## src/rtl/jad_pkg.sv

```systemverilog
`timescale 1ns / 1ps

package jad_pkg;

    // widths fixed by the register map and the result field
    localparam int REG_BITS        = 16;
    localparam int LEVEL_BITS      = 8;
    localparam int CNT_BITS        = 8;
    localparam int QUO_BITS        = 7;
    localparam int QCNT_BITS       = 3;
    localparam int CFG_IDX_BITS    = 3;
    localparam int SAMPLE_BITS_DEF = 16;

    // register reset values
    localparam logic [REG_BITS-1:0]   DEAD_LOW_RST   = 16'd30000;
    localparam logic [REG_BITS-1:0]   DEAD_HIGH_RST  = 16'd35000;
    localparam logic [REG_BITS-1:0]   LEFT_FULL_RST  = 16'd2000;
    localparam logic [REG_BITS-1:0]   RIGHT_FULL_RST = 16'd63000;
    localparam logic [LEVEL_BITS-1:0] POWER_RST      = 8'd16;
    localparam logic [CNT_BITS-1:0]   THRESH_RST     = 8'd1;

    // debounce limits
    localparam logic [CNT_BITS-1:0]   COUNT_MAX  = 8'd255;
    localparam logic [CNT_BITS-1:0]   THRESH_CAP = 8'd254;
    localparam logic [LEVEL_BITS-1:0] POWER_MIN  = 8'd2;

    typedef logic signed [LEVEL_BITS-1:0] t_level;

    typedef enum logic [CFG_IDX_BITS-1:0] {
        CFG_DEAD_LOW   = 3'd0,
        CFG_DEAD_HIGH  = 3'd1,
        CFG_LEFT_FULL  = 3'd2,
        CFG_RIGHT_FULL = 3'd3,
        CFG_POWER      = 3'd4,
        CFG_THRESH     = 3'd5
    } t_cfg_idx;

    typedef enum logic [1:0] {
        S_IDLE,
        S_MUL,
        S_DIV,
        S_UPDATE
    } t_state;

endpackage

```

## src/rtl/jad_if.sv

```systemverilog
`timescale 1ns / 1ps

// raw sample channel
interface jad_sample_if #(
    parameter int SAMPLE_BITS = jad_pkg::SAMPLE_BITS_DEF
);
    logic                   valid;
    logic                   ready;
    logic [SAMPLE_BITS-1:0] sample;

    modport source (output valid, output sample, input ready);
    modport sink   (input valid, input sample, output ready);
endinterface

// power level result channel
interface jad_level_if;
    import jad_pkg::*;

    logic   valid;
    logic   ready;
    t_level level;

    modport source (output valid, output level, input ready);
    modport sink   (input valid, input level, output ready);
endinterface

// register write channel
interface jad_cfg_if;
    import jad_pkg::*;

    logic                valid;
    logic                ready;
    t_cfg_idx            index;
    logic [REG_BITS-1:0] data;

    modport source (output valid, output index, output data, input ready);
    modport sink   (input valid, input index, input data, output ready);
endinterface

```

## src/rtl/joystick_axis_power_debounce_unit.sv

```systemverilog
`timescale 1ns / 1ps

// Joystick axis to signed power level, with repeat debounce.
// i_sample_ch carries one raw axis sample per transfer. o_level_ch carries a
// signed power level, sent only once the same level has come up r_thresh+2
// times in a row (255 acts as 254); most samples give no output transfer.
// i_cfg_ch writes the six setup registers by index; it is always ready and
// should only be used while no sample is in flight.
// A sample in the dead band or a full-power zone goes from its transfer
// straight to the debounce update state and then to the output register. A
// sample on a linear slope passes the multiply state, the divide state of a
// shared restoring divider (one quotient bit per cycle, the quotient never
// exceeds 7 bits) and the debounce update state. The next sample is taken in
// the cycle after the update; no new sample is taken while one is in flight.
// The output register holds a finished level while the receiver stalls; a
// new sample can still be taken, and its update waits only if it has to
// emit and the previous level has not been taken yet.
// Reset loads the default register values, clears the last level and the
// repeat count to zero and empties the output register.
module joystick_axis_power_debounce_unit #(
    parameter int SAMPLE_BITS = jad_pkg::SAMPLE_BITS_DEF
) (
    input  logic        i_clk,
    input  logic        i_rst_n,
    jad_sample_if.sink  i_sample_ch,
    jad_cfg_if.sink     i_cfg_ch,
    jad_level_if.source o_level_ch
);
    import jad_pkg::*;

    // registers keep full width, written values are masked to the sample width
    localparam int RW = REG_BITS;
    localparam int MW = (SAMPLE_BITS < REG_BITS) ? SAMPLE_BITS : REG_BITS;
    localparam int CW = (SAMPLE_BITS > REG_BITS) ? SAMPLE_BITS : REG_BITS;
    localparam int PW = RW + QUO_BITS;

    // setup registers
    logic [RW-1:0]         r_dead_low, r_dead_high, r_left_full, r_right_full;
    logic [LEVEL_BITS-1:0] r_power;
    logic [CNT_BITS-1:0]   r_thresh;

    // control state
    t_state                r_state, n_state;
    t_level                r_last_level, n_last_level;
    logic [CNT_BITS-1:0]   r_rep_cnt, n_rep_cnt;
    logic                  r_out_valid, n_out_valid;

    // datapath
    t_level                r_out_level, n_out_level;
    t_level                r_fix_level, n_fix_level;
    logic                  r_use_div, n_use_div;
    logic                  r_left, n_left;
    logic [RW-1:0]         r_norm, n_norm;
    logic [RW-1:0]         r_span, n_span;
    logic [QUO_BITS-1:0]   r_steps, n_steps;
    logic [PW-1:0]         r_rem, n_rem;
    logic [QUO_BITS-1:0]   r_quo, n_quo;
    logic [QCNT_BITS-1:0]  r_qcnt, n_qcnt;

    // classification helpers
    logic [CW-1:0]          s, dl, dh, lf, rf;
    logic [LEVEL_BITS-1:0]  power_eff;
    logic [QUO_BITS-1:0]    top;
    logic [RW-1:0]          right_span;

    // shared divider step
    logic [PW-1:0]          div_shift;
    logic [PW:0]            div_trial;

    // debounce helpers
    t_level                 new_level;
    logic [CNT_BITS-1:0]    thr_eff;
    logic                   emit;

    assign s  = CW'(i_sample_ch.sample);
    assign dl = CW'(r_dead_low);
    assign dh = CW'(r_dead_high);
    assign lf = CW'(r_left_full);
    assign rf = CW'(r_right_full);

    assign power_eff  = (r_power < POWER_MIN) ? POWER_MIN : r_power;
    assign top        = power_eff[LEVEL_BITS-1:1];
    assign right_span = r_right_full - r_dead_high;

    assign div_shift = PW'(r_span) << r_qcnt;
    assign div_trial = {1'b0, r_rem} - {1'b0, div_shift};

    assign thr_eff = (r_thresh == COUNT_MAX) ? THRESH_CAP : r_thresh;

    // level from the slope quotient or the fixed zone value
    always_comb begin
        if (r_use_div) begin
            if (r_left) begin
                new_level = t_level'({1'b0, r_quo} - {1'b0, r_steps});
            end else begin
                new_level = t_level'({1'b0, r_quo} + 8'd1);
            end
        end else begin
            new_level = r_fix_level;
        end
    end

    assign emit = (new_level == r_last_level) && (r_rep_cnt == thr_eff);

    assign i_sample_ch.ready = (r_state == S_IDLE);
    assign i_cfg_ch.ready    = 1'b1;
    assign o_level_ch.valid  = r_out_valid;
    assign o_level_ch.level  = r_out_level;

    // sequencer: next state and datapath loads
    always_comb begin
        n_state      = r_state;
        n_last_level = r_last_level;
        n_rep_cnt    = r_rep_cnt;
        n_out_valid  = r_out_valid && !o_level_ch.ready;
        n_out_level  = r_out_level;
        n_fix_level  = r_fix_level;
        n_use_div    = r_use_div;
        n_left       = r_left;
        n_norm       = r_norm;
        n_span       = r_span;
        n_steps      = r_steps;
        n_rem        = r_rem;
        n_quo        = r_quo;
        n_qcnt       = r_qcnt;

        case (r_state)
            S_IDLE: begin
                if (i_sample_ch.valid) begin
                    n_steps     = top - 7'd1;
                    n_use_div   = 1'b0;
                    n_left      = 1'b0;
                    n_fix_level = '0;
                    n_norm      = '0;
                    n_span      = '0;
                    if (s == dl || (s > dl && s < dh)) begin
                        n_fix_level = '0;
                    end else if (s < dl) begin
                        if (s < lf) begin
                            n_fix_level = t_level'(8'd0 - {1'b0, top});
                        end else begin
                            n_use_div = 1'b1;
                            n_left    = 1'b1;
                            n_norm    = RW'(s - lf);
                            n_span    = r_dead_low - r_left_full;
                        end
                    end else begin
                        if (s > rf || right_span == '0) begin
                            n_fix_level = t_level'({1'b0, top});
                        end else begin
                            n_use_div = 1'b1;
                            n_norm    = RW'(s - dh);
                            n_span    = right_span;
                        end
                    end
                    n_state = n_use_div ? S_MUL : S_UPDATE;
                end
            end
            S_MUL: begin
                n_rem   = PW'(r_steps) * PW'(r_norm);
                n_quo   = '0;
                n_qcnt  = QCNT_BITS'(QUO_BITS - 1);
                n_state = S_DIV;
            end
            S_DIV: begin
                if (!div_trial[PW]) begin
                    n_rem         = div_trial[PW-1:0];
                    n_quo[r_qcnt] = 1'b1;
                end
                if (r_qcnt == '0) begin
                    n_state = S_UPDATE;
                end else begin
                    n_qcnt = r_qcnt - 3'd1;
                end
            end
            S_UPDATE: begin
                if (!(emit && r_out_valid && !o_level_ch.ready)) begin
                    if (new_level == r_last_level) begin
                        if (r_rep_cnt != COUNT_MAX) begin
                            n_rep_cnt = r_rep_cnt + 8'd1;
                        end
                    end else begin
                        n_rep_cnt = '0;
                    end
                    n_last_level = new_level;
                    if (emit) begin
                        n_out_valid = 1'b1;
                        n_out_level = new_level;
                    end
                    n_state = S_IDLE;
                end
            end
            default: begin
                n_state = S_IDLE;
            end
        endcase
    end

    // control registers and setup register writes
    always_ff @(posedge i_clk) begin
        if (!i_rst_n) begin
            r_state      <= S_IDLE;
            r_last_level <= '0;
            r_rep_cnt    <= '0;
            r_out_valid  <= 1'b0;
            r_dead_low   <= DEAD_LOW_RST[RW-1:0];
            r_dead_high  <= DEAD_HIGH_RST[RW-1:0];
            r_left_full  <= LEFT_FULL_RST[RW-1:0];
            r_right_full <= RIGHT_FULL_RST[RW-1:0];
            r_power      <= POWER_RST;
            r_thresh     <= THRESH_RST;
        end else begin
            r_state      <= n_state;
            r_last_level <= n_last_level;
            r_rep_cnt    <= n_rep_cnt;
            r_out_valid  <= n_out_valid;
            if (i_cfg_ch.valid) begin
                case (i_cfg_ch.index)
                    CFG_DEAD_LOW:   r_dead_low   <= RW'(i_cfg_ch.data[MW-1:0]);
                    CFG_DEAD_HIGH:  r_dead_high  <= RW'(i_cfg_ch.data[MW-1:0]);
                    CFG_LEFT_FULL:  r_left_full  <= RW'(i_cfg_ch.data[MW-1:0]);
                    CFG_RIGHT_FULL: r_right_full <= RW'(i_cfg_ch.data[MW-1:0]);
                    CFG_POWER:      r_power      <= i_cfg_ch.data[LEVEL_BITS-1:0];
                    CFG_THRESH:     r_thresh     <= i_cfg_ch.data[CNT_BITS-1:0];
                    default: begin
                    end
                endcase
            end
        end
    end

    // datapath registers
    always_ff @(posedge i_clk) begin
        r_out_level <= n_out_level;
        r_fix_level <= n_fix_level;
        r_use_div   <= n_use_div;
        r_left      <= n_left;
        r_norm      <= n_norm;
        r_span      <= n_span;
        r_steps     <= n_steps;
        r_rem       <= n_rem;
        r_quo       <= n_quo;
        r_qcnt      <= n_qcnt;
    end

`ifndef NO_ASSERTIONS
    // slope quotient never passes the step count
    a_quo_bound: assert property (@(posedge i_clk) disable iff (!i_rst_n)
        (r_state == S_UPDATE && r_use_div) |-> (r_quo <= r_steps))
        else $error("slope quotient exceeds step count");

    // divider leaves a remainder below the span
    a_rem_bound: assert property (@(posedge i_clk) disable iff (!i_rst_n)
        (r_state == S_UPDATE && r_use_div) |-> (r_rem < PW'(r_span)))
        else $error("divider remainder not below span");

    // output register is only loaded by a debounce update
    a_out_src: assert property (@(posedge i_clk) disable iff (!i_rst_n)
        $rose(r_out_valid) |-> ($past(r_state) == S_UPDATE))
        else $error("output loaded outside update");
`endif

endmodule
```

## src/flat_wrapper.sv

```systemverilog
// flat-port wrapper written by rule: the top's interface ports become plain ports
module joystick_axis_power_debounce_unit_flat import jad_pkg::*;
#(
    parameter int SAMPLE_BITS = jad_pkg::SAMPLE_BITS_DEF
)
  (i_clk, i_rst_n, i_sample_ch_valid, i_sample_ch_sample, i_sample_ch_ready, i_cfg_ch_valid, i_cfg_ch_index, i_cfg_ch_data, i_cfg_ch_ready, o_level_ch_valid, o_level_ch_level, o_level_ch_ready);
  jad_sample_if #(.SAMPLE_BITS(SAMPLE_BITS)) i_sample_ch_i ();
  jad_cfg_if i_cfg_ch_i ();
  jad_level_if o_level_ch_i ();
  input  logic i_clk;
  input  logic i_rst_n;
  input wire logic [$bits(i_sample_ch_i.valid)-1:0] i_sample_ch_valid;
  input wire logic [$bits(i_sample_ch_i.sample)-1:0] i_sample_ch_sample;
  output wire logic [$bits(i_sample_ch_i.ready)-1:0] i_sample_ch_ready;
  input wire logic [$bits(i_cfg_ch_i.valid)-1:0] i_cfg_ch_valid;
  input wire logic [$bits(i_cfg_ch_i.index)-1:0] i_cfg_ch_index;
  input wire logic [$bits(i_cfg_ch_i.data)-1:0] i_cfg_ch_data;
  output wire logic [$bits(i_cfg_ch_i.ready)-1:0] i_cfg_ch_ready;
  output wire logic [$bits(o_level_ch_i.valid)-1:0] o_level_ch_valid;
  output wire logic [$bits(o_level_ch_i.level)-1:0] o_level_ch_level;
  input wire logic [$bits(o_level_ch_i.ready)-1:0] o_level_ch_ready;
  assign i_sample_ch_i.valid = i_sample_ch_valid;
  assign i_sample_ch_i.sample = i_sample_ch_sample;
  assign i_sample_ch_ready = i_sample_ch_i.ready;
  assign i_cfg_ch_i.valid = i_cfg_ch_valid;
  assign i_cfg_ch_i.index = i_cfg_ch_index;
  assign i_cfg_ch_i.data = i_cfg_ch_data;
  assign i_cfg_ch_ready = i_cfg_ch_i.ready;
  assign o_level_ch_valid = o_level_ch_i.valid;
  assign o_level_ch_level = o_level_ch_i.level;
  assign o_level_ch_i.ready = o_level_ch_ready;
  joystick_axis_power_debounce_unit #(.SAMPLE_BITS(SAMPLE_BITS)) u_core (.i_clk(i_clk), .i_rst_n(i_rst_n), .i_sample_ch(i_sample_ch_i), .i_cfg_ch(i_cfg_ch_i), .o_level_ch(o_level_ch_i));
endmodule
```

## config.mk

```make
export PLATFORM = sky130hd
export DESIGN_NAME = joystick_axis_power_debounce_unit_flat
export DESIGN_NICKNAME = d
export VERILOG_FILES = /design/src/rtl/jad_pkg.sv /design/src/rtl/jad_if.sv /design/src/rtl/joystick_axis_power_debounce_unit.sv /design/src/flat_wrapper.sv
export SDC_FILE = /design/constraint.sdc
export NUM_CORES = 1
export LEC_CHECK = 0
export BUFFER_PORTS_ARGS = -buffer_cell sky130_fd_sc_hd__buf_2
export CAP_MARGIN = 20
export CORE_MARGIN = 3
export CORE_UTILIZATION = 35
export DETAILED_ROUTE_END_ITERATION = 7
export PLACE_DENSITY = 0.56
export SYNTH_ARGS = -nofsm -noshare
export SYNTH_HDL_FRONTEND = slang
export SYNTH_SLANG_ARGS = --single-unit
```

## constraint.sdc

```tcl
create_clock -name i_clk -period 6.45 [get_ports i_clk]
set_input_delay 1.29 -clock i_clk [delete_from_list [all_inputs] [get_ports i_clk]]
set_output_delay 1.29 -clock i_clk [all_outputs]
set_load 0.02 [all_outputs]
```

==> results.md, run 1 <==
- Crit path buf inv count: 3
- IO Pins: 51
- HP Class: reg -> reg
- Setup WS post-layout: 857 ps
- Vias: 13487
- Port bufs: 49
- Total of max-cap violations: 0
- Sink Count: 188
- Post_cts resized: 0
- Avg Synthesized Cell Area: 8.77 um2
- Vias per cell: 5.27
- Max Freq: 179 MHz
- Rel. slew slack: 37.4%
- Count of state elements after synthesis: 188
- Most used cell, CP: fa_1
- RSZ-0062 raised after global routing: no
- Net switching power: 4.44 mW
- Post-synthesis sequential area ratio: 27.8%
- Maximum vdd drop: 0.000380 V
- Largest delay share family, worst path: adder cells
- Worst slew pin tran: 939 ps
- Ant. Diodes: 0
- Crit path from: u_core.r_steps[6]
- Layout cells sized above 1: 6.86%
- Syn Nets: 2203
- Worst skew pair latency: 470 ps
- Critical path cell sequence: nand2_1, fa_1, fa_1, inv_1, fa_1, inv_1, fa_1, inv_1, ha_1, o21a_1, nand2b_1, o221a_2, a41oi_1, a31oi_1, a211oi_1, a211oi_1, xnor2_1, mux2i_1
- Critical setup path kind: reg -> reg
- Setup crit end kind: flip-flop
- WP data arrival: 5790 ps
- CTS Buffer Depth: 2
- GP Congestion: 0.915
- # fillers: 4676
- CTS Buf Count: 17
- Starting Density: 35.8%
- Cells after Synth: 1915
- DR WL/cell: 17.5 um
- Final Max Tran Viols: 0
- H-tree depth: 4
- Synth Flop Type: dfxtp_1
- Tmin final: 5590 ps
- Hold path depth: 2
- Clk pwr share: 11.6%
- HPWL after DPL: 35.4 mm
- Initial antenna violation count: 0
- Hold Crit Start: u_core.lf[12]
- Die Wd: 225 um
- Worst Skew: 13.8 ps
- Startpoint Class: flip-flop
- Detailed-route DRC error count: 0
- Slowest CP cell: edfxtp_1
- Die Y-Extent: 225 um
- FP Rows: 79
- Cell variety after synth: 89
- CP max stage delay: 700 ps
- Largest net degree at the start of global routing: 63
- Switching Fraction: 46.0%
- Placeable Area: 47000 um2
- TritonRoute pass-1 iters: 5
- First-pass GRT wire length: 71.6 mm
- Syn Std Cell Area: 16800 um2
- Overflow after GRT: 0
- Status: finished clean
- Critical Path Stages: 18
- NumNets Final: 2227
- Power density over the cells: 527 nW/um2
- Core Util, Final: 39.0%
- Final setup fails: 0
- Reg2reg start: u_core.r_steps[6]
- Setup Buffers After CTS: 0
- Gate power share: 67.9%
- TritonCTS clock tree: yes
- Vias in the first global route: 13192
- Antenna Nets Post-Route: 0
- Fin Setup TNS: 0 ps
- CP max FO: 17
- Internal power: 5.21 mW
- Post-synth EDFFs: 90
- Clock slew at reported path FFs: 70 ps
- Dpl ws: 860 ps
- Depth of the worst register-to-register path: 18
- DIE AREA: 50600 um2
- Clock root buffer: clkbuf_16
- Leak Pwr: 7.93 nW
- Total routed wirelength: 44.7 mm
- Area growth from synthesis to layout: 9.02%
- First DRT Iteration DRCs: 802
- Reg power frac: 20.5%
- Cts hold-fix bufs: 0
- Fin crit share: 86.7%
- WP data required: 6650 ps
- Yosys warnings: 0
- Total GRT Usage: 17.8%
- Fin. Hold Viols: 0
- Fraction of registers with async set/reset: 0%
==> placed cells by master, fill, tap and decap left out, drive strengths merged, types with 38 or more instances in the layout <==
cell / synthesis / layout
inv: 177 / 184
ha: 173 / 173
mux2i: 38 / 38
edfxtp: 90 / 90
fa: 75 / 75
xnor2: 53 / 53
nor2b: 49 / 49
nor2: 111 / 111
o21ai: 69 / 69
a21oi: 148 / 148
xor2: 61 / 61
nand2: 223 / 223
dfxtp: 98 / 98
and2: 92 / 92
buf: 12 / 61
==> layer usage <==
metal	vias up	share of wire, %	global-route usage (%)
li1	6727	-	-
met1	6435	47	24.9
met2	274	47	29.1
met3	51	4.0	2.62
met4	0	1.8	4.68
met5	-	0	0
==> worst paths after layout <==
kind                      endpoint  slack [ps]
hold / removal       u_core.lf[12]         460
setup / recovery  u_core.r_rem[21]         860
hold reg to reg      u_core.lf[12]         460
setup reg to reg  u_core.r_rem[21]         860
==> registers in the layout (all words and copies together), names as in the netlist, 16 cells and up <==
name and cells:
u_core.dl 16, u_core.r_span 16, u_core.lf 16, u_core.r_rem 23
u_core.dh 16, u_core.r_right_full 16, u_core.r_norm 16
==> Yosys cell counts (all sizes together) (18+ instances only) <==
cell type / number / area (um2)
nand3: 35 / 175
ha: 173 / 2160
xnor2: 53 / 464
o22ai: 18 / 113
o211ai: 32 / 240
a21oi: 148 / 759
edfxtp: 90 / 2700
fa: 75 / 1500
inv: 177 / 664
nand2b: 28 / 175
nor2b: 49 / 307
and2: 92 / 576
mux2i: 38 / 380
nand2: 223 / 837
clkbuf: 45 / 169
a21o: 33 / 248
xor2: 61 / 534
o21ai: 69 / 345
dfxtp: 98 / 1960
nor3: 37 / 185
o21a: 24 / 180
nor2: 111 / 419
or3: 18 / 113
a211oi: 26 / 213
==> per-stage QoR <==
step | area (um2) | hold WS, ps | total power [mW] | std cells
final | 18300 | 459 | 9.64 | 2559
after global routing | 18300 | 480 | 10.7 | 2559
after CTS | 18300 | 458 | 9.71 | 2558
after detailed placement | 17700 | 447 | 8.54 | 2526
after global placement | 17700 | 445 | 8.43 | 2526
after floorplan | 16800 | 434 | 7.12 | 1915
==> worst min-delay path, cell delays in order, from the launching register on <==
cell     delay (ps)
dfxtp_1         310
nand2_1          50
a21oi_1          50
==> logic make-up (layout without fill, tap and decap cells) <==
group                    Yosys count  after routing  share of synthesized area (%)
adder cells (fa/ha/maj)          248            248                           21.8
other                              1              1                         0.0223
AO/OA/AOI/OAI                    442            442                           17.4
multiplexers                      45             45                           2.87
XOR/XNOR                         115            115                           6.09
buffers and inverters            235            272                           5.37
flip-flops                       188            188                           27.8
AND/OR/NAND/NOR                  641            641                           18.6
==> cell type report <==
class	instances	area [um2]	area share, %
Clock inverter	11	123	0.670
Tap cell	607	759	4.15
Multi-Input combinational cell	1492	11200	61.4
Inverter	178	668	3.65
Sequential cell	188	4660	25.5
Clock buffer	21	492	2.69
Timing Repair Buffer	62	355	1.94
==> power groups by stage <==
stage	sequential (mW)	clock, mW	combinational [mW]
CTS	1.98	1.15	6.59
global route	2.01	1.20	7.53
finish	1.98	1.12	6.55
detailed placement	2.00	0	6.54
floorplan	1.89	0	5.23
global placement	2.00	0	6.44
Power figures use the tool's default switching activity.
==> run 2, diff against run 1 <==
PLACE_DENSITY = 0.58   (was 0.56)
SETUP_SLACK_MARGIN = 0.3   (was not set)
==> results.md, run 2 (synthesized netlist as in run 1, its figures left out) <==
- Commonest non-fill, non-tap cell in the layout: nand2_1
- Leak Pwr: 7.90 nW
- Power consumption: 9.59 mW
- Total of max-cap violations: 0
- Critical path cell sequence: and2_1, fa_1, inv_1, fa_1, inv_1, fa_1, inv_1, fa_1, inv_1, ha_1, o21a_1, nand2b_1, o221a_2, a41oi_1, a31oi_1, a211oi_1, a211oi_1, xnor2_1, mux2i_1
- Total GRT Usage: 17.6%
- Crit path buf inv count: 4
- Post-DP Area: 17700 um2
- Multi-input gate area: 11200 um2
- CTS Buf Count: 17
- Max Freq: 180 MHz
- First-pass GRT wire length: 70.8 mm
- Total routed wirelength: 44.5 mm
- Final Max Tran Viols: 0
- Switching Fraction: 46.8%
- Largest Register: u_core.r_rem
- WP data arrival: 5770 ps
- Reg power frac: 20.7%
- Design Area, Final: 18300 um2
- Power density over the cells: 525 nW/um2
- Antenna Nets Post-Route: 0
- HPWL after DPL: 35.3 mm
- Fin crit share: 86.3%
- CTS Buffer Depth: 2
- NumNets Final: 2227
- Clock slew at reported path FFs: 90 ps
- Clk pwr share: 11.2%
- Detailed-route DRC error count: 0
- DR top layer: met4
- Vias per cell: 5.24
- Vias in the first global route: 13115
- IO Pins: 51
- Tmin final: 5560 ps
- Overflow after GRT: 0
- WP data required: 6650 ps
- Rel. slew slack: 39.0%
- Clock root buffer: clkbuf_16
- Placeable Area: 47000 um2
- M1 WL: 21.4 mm
- TritonRoute pass-1 iters: 5
- Most frequent cells in the layout: nand2_1, inv_1, ha_1
- Largest register FFs: 23
- FP Rows: 79
- Reg area: 4660 um2
- Net switching power: 4.48 mW
- Fin Setup TNS: 0 ps
- Die Y-Extent: 225 um
- Starting Density: 35.8%
- RSZ-0062 raised after global routing: no
- First DRT Iteration DRCs: 867
- Vias: 13410
- H-tree depth: 4
- GP Congestion: 0.906
- Worst Skew: 19.4 ps
- Initial antenna violation count: 0
- Startpoint Class: flip-flop
- Fin. Hold Viols: 0
- Final setup fails: 0
- CP max FO: 17
- Setup Buffers After CTS: 0
- DIE AREA: 50600 um2
- Ant. Diodes: 0
- Status: finished clean
- Setup crit end kind: flip-flop
- Met2 WL: 20.9 mm
- HP Class: reg -> reg
- Met3 wire len: 1.66 mm
- Slowest CP cell: edfxtp_1
- # fillers: 4675
- Area growth from synthesis to layout: 8.78%
- CP max stage delay: 620 ps
- Largest delay share family, worst path: adder cells
- TritonCTS clock tree: yes
- Gate power share: 68.1%
- Critical setup path kind: reg -> reg
- Layout cells sized above 1: 6.81%
- Worst skew pair latency: 470 ps
- Post_cts resized: 0
- Die Wd: 225 um
- Cts hold-fix bufs: 0
- Worst slew pin tran: 913 ps
- Maximum vdd drop: 0.000460 V
- DR WL/cell: 17.4 um
- Internal power: 5.10 mW
- Port bufs: 49
- Largest net degree at the start of global routing: 63
- Sink Count: 188
## run 2: worst min-delay path, cell delays in order (launching register included)
cell	delay, ps
dfxtp_1	320
nand2_1	50
a21oi_1	50
## run 2: power by group through the flow
| stage | combinational, mW | clock [mW] | sequential [mW] |
|---|---|---|---|
| 5_1_grt | 7.43 | 1.15 | 2.01 |
| 3_3_place_gp | 6.38 | 0 | 2.00 |
| 2_1_floorplan | 5.23 | 0 | 1.89 |
| 4_1_cts | 6.56 | 1.10 | 1.98 |
| 6_report | 6.53 | 1.07 | 1.98 |
| 3_5_place_dp | 6.50 | 0 | 2.01 |
## run 2: area by class of cell
class	count	share of cell area, %
clock buffers	17	2.33
clock inverters	15	0.815
inverters	178	3.66
multi-input cells	1492	61.6
flip-flops and latches	188	25.5
well taps	607	4.16
repair buffers	62	1.95
## run 2: per-stage QoR
step / utilization, % / instances / hold WS (ps) / setup slack [ps]
CTS: 38.8 / 2557 / 460 / 870
floorplan: - / 1915 / 434 / 693
global route: 38.9 / 2559 / 484 / 526
finish: 38.9 / 2559 / 461 / 886
detailed placement: 37.6 / 2525 / 449 / 884
global placement: 37.6 / 2525 / 445 / 925
## run 2: worst paths after layout
kind / start / end / slack [ps] / depth (start not counted)
setup / recovery: u_core.r_steps[3] / u_core.r_rem[21] / 890 / 19
hold reg to reg: u_core.lf[12] / u_core.lf[12] / 460 / 2
hold / removal: u_core.lf[12] / u_core.lf[12] / 460 / 2
setup reg to reg: u_core.r_steps[3] / u_core.r_rem[21] / 890 / 19
## run 2: layer usage
layer	global-route usage, %	vias up
li1	-	6723
met1	24.3	6444
met2	29.3	209
met3	2.93	34
met4	3.85	0
met5	0	-
==> run 3, diff against run 2 <==
SLEW_MARGIN = 25   (was not set)
clock period = 6.53 ns   (was 6.45 ns; I/O delays follow)
==> results.md, run 3 (synthesized netlist as in run 1, its figures left out) <==
- Maximum vdd drop: 0.000464 V
- DR top layer: met5
- Clock slew at reported path FFs: 90 ps
- Power density over the cells: 522 nW/um2
- CP max FO: 17
- Critical setup path kind: reg -> reg
- CTS Buffer Depth: 2
- Clk pwr share: 11.4%
- Gate power share: 68.0%
- Net switching power: 4.48 mW
- Area growth from synthesis to layout: 8.77%
- Tmin final: 5560 ps
- First DRT Iteration DRCs: 722
- Startpoint Class: flip-flop
- Vias per cell: 5.33
- Final setup fails: 0
- Detailed-route DRC error count: 0
- Total of max-cap violations: 0
- First-pass GRT wire length: 71.4 mm
- Most frequent cells in the layout: nand2_1, inv_1, ha_1
- Worst Skew: 18.8 ps
- WP data arrival: 5750 ps
- Clock root buffer: clkbuf_16
- Commonest non-fill, non-tap cell in the layout: nand2_1
- Fin crit share: 85.1%
- Die Y-Extent: 225 um
- Internal power: 5.05 mW
- Cts hold-fix bufs: 0
- CP max stage delay: 720 ps
- Overflow after GRT: 0
- Met3 wire len: 1.67 mm
- Layout cells sized above 1: 6.82%
- Multi-input gate area: 11200 um2
- DR WL/cell: 17.5 um
- CTS Buf Count: 17
- IO Pins: 51
- Fin Setup TNS: 0 ps
- H-tree depth: 4
- Die Wd: 225 um
- Setup crit end kind: flip-flop
- Placeable Area: 47000 um2
- M1 WL: 21.1 mm
- # fillers: 4701
- DIE AREA: 50600 um2
- Switching Fraction: 47.0%
- Total GRT Usage: 17.8%
- Vias in the first global route: 13375
- Core Util, Final: 38.9%
- Largest register FFs: 23
- Setup Buffers After CTS: 0
- NumNets Final: 2225
- HPWL after DPL: 35.5 mm
- Final Max Tran Viols: 0
- Status: finished clean
- Critical path cell sequence: nand2_1, fa_1, fa_1, inv_1, fa_1, inv_1, fa_1, inv_1, ha_1, o21a_1, nand2b_1, o221a_2, a41oi_1, a31oi_1, a211oi_1, a211oi_1, xnor2_1, mux2i_1
- WP data required: 6730 ps
- Largest Register: u_core.r_rem
- Ant. Diodes: 0
- Reg power frac: 20.6%
- HP Class: reg -> reg
- FP Rows: 79
- Port bufs: 49
- Post_cts resized: 0
- GP Congestion: 0.894
- Vias: 13637
- Fin. Hold Viols: 0
- Leak Pwr: 7.90 nW
- RSZ-0062 raised after global routing: no
- Worst slew pin tran: 1010 ps
- Antenna Nets Post-Route: 0
- Rel. slew slack: 31.8%
- R2R Setup Slk: 970 ps
- Max Freq: 180 MHz
- Initial antenna violation count: 1
- Total routed wirelength: 44.9 mm
- Starting Density: 35.8%
- Worst skew pair latency: 460 ps
- Met2 WL: 21.1 mm
- Sink Count: 188
- Largest net degree at the start of global routing: 63
- TritonRoute pass-1 iters: 5
- Reg area: 4660 um2
- Most used cell, CP: fa_1
- Slowest CP cell: edfxtp_1
- TritonCTS clock tree: yes
## run 3: cell types whose count changed in the layout (fill, tap and decap cells not counted), moves of 2 or more
cell and delta:
inv_6 -3, inv_8 +2, inv_12 +2, clkinvlp_2 -2
## run 3: worst max-delay path, delay by kind of cell (launching register included)
family	cells	cell delay (ps)
AOI/OAI and AO/OA	6	1430
buffers and inverters	3	140
xor gates and xnor gates	1	160
and+or+nand+nor	2	320
adders and majority gates	5	2430
muxes	1	80
DFF	1	720
## run 3: per-layer routing
layer,track usage [%],vias to the layer above
met3,2.70,55
met2,29.5,268
met4,4.90,2
met1,24.1,6579
li1,-,6733
met5,0,-
## run 3: layout make-up
cell class	instances	share of cell area, %
clock buffers	17	2.33
clock inverters	15	0.925
inverters	178	3.66
multi-input cells	1492	61.6
flip-flops and latches	188	25.5
well taps	607	4.16
repair buffers	60	1.79
## run 3: through the flow
step                      area, um2  instances  total power [mW]  hold WS (ps)  worst slack, ps
final                         18300       2557              9.53           459              975
after global routing          18300       2557              10.5           485              684
after floorplan               16800       1915              7.04           434              773
after CTS                     18300       2557              9.56           460              930
after detailed placement      17700       2525              8.42           449              939
after global placement        17700       2525              8.29           445             1030
## run 3: worst paths after layout
| path | start | endpoint | cells past startpoint |
|---|---|---|---|
| setup / recovery | u_core.r_steps[6] | u_core.r_rem[21] | 18 |
| hold / removal | u_core.lf[11] | u_core.lf[11] | 2 |
| setup reg to reg | u_core.r_steps[6] | u_core.r_rem[21] | 18 |
| hold reg to reg | u_core.lf[11] | u_core.lf[11] | 2 |
## run 3: power groups by stage
stage                     combinational [mW]  clock, mW  sequential [mW]
after global routing                    7.39       1.16             1.99
final                                   6.48       1.09             1.96
after floorplan                         5.17          0             1.87
after global placement                  6.32          0             1.97
after detailed placement                6.44          0             1.98
after CTS                               6.49       1.11             1.96
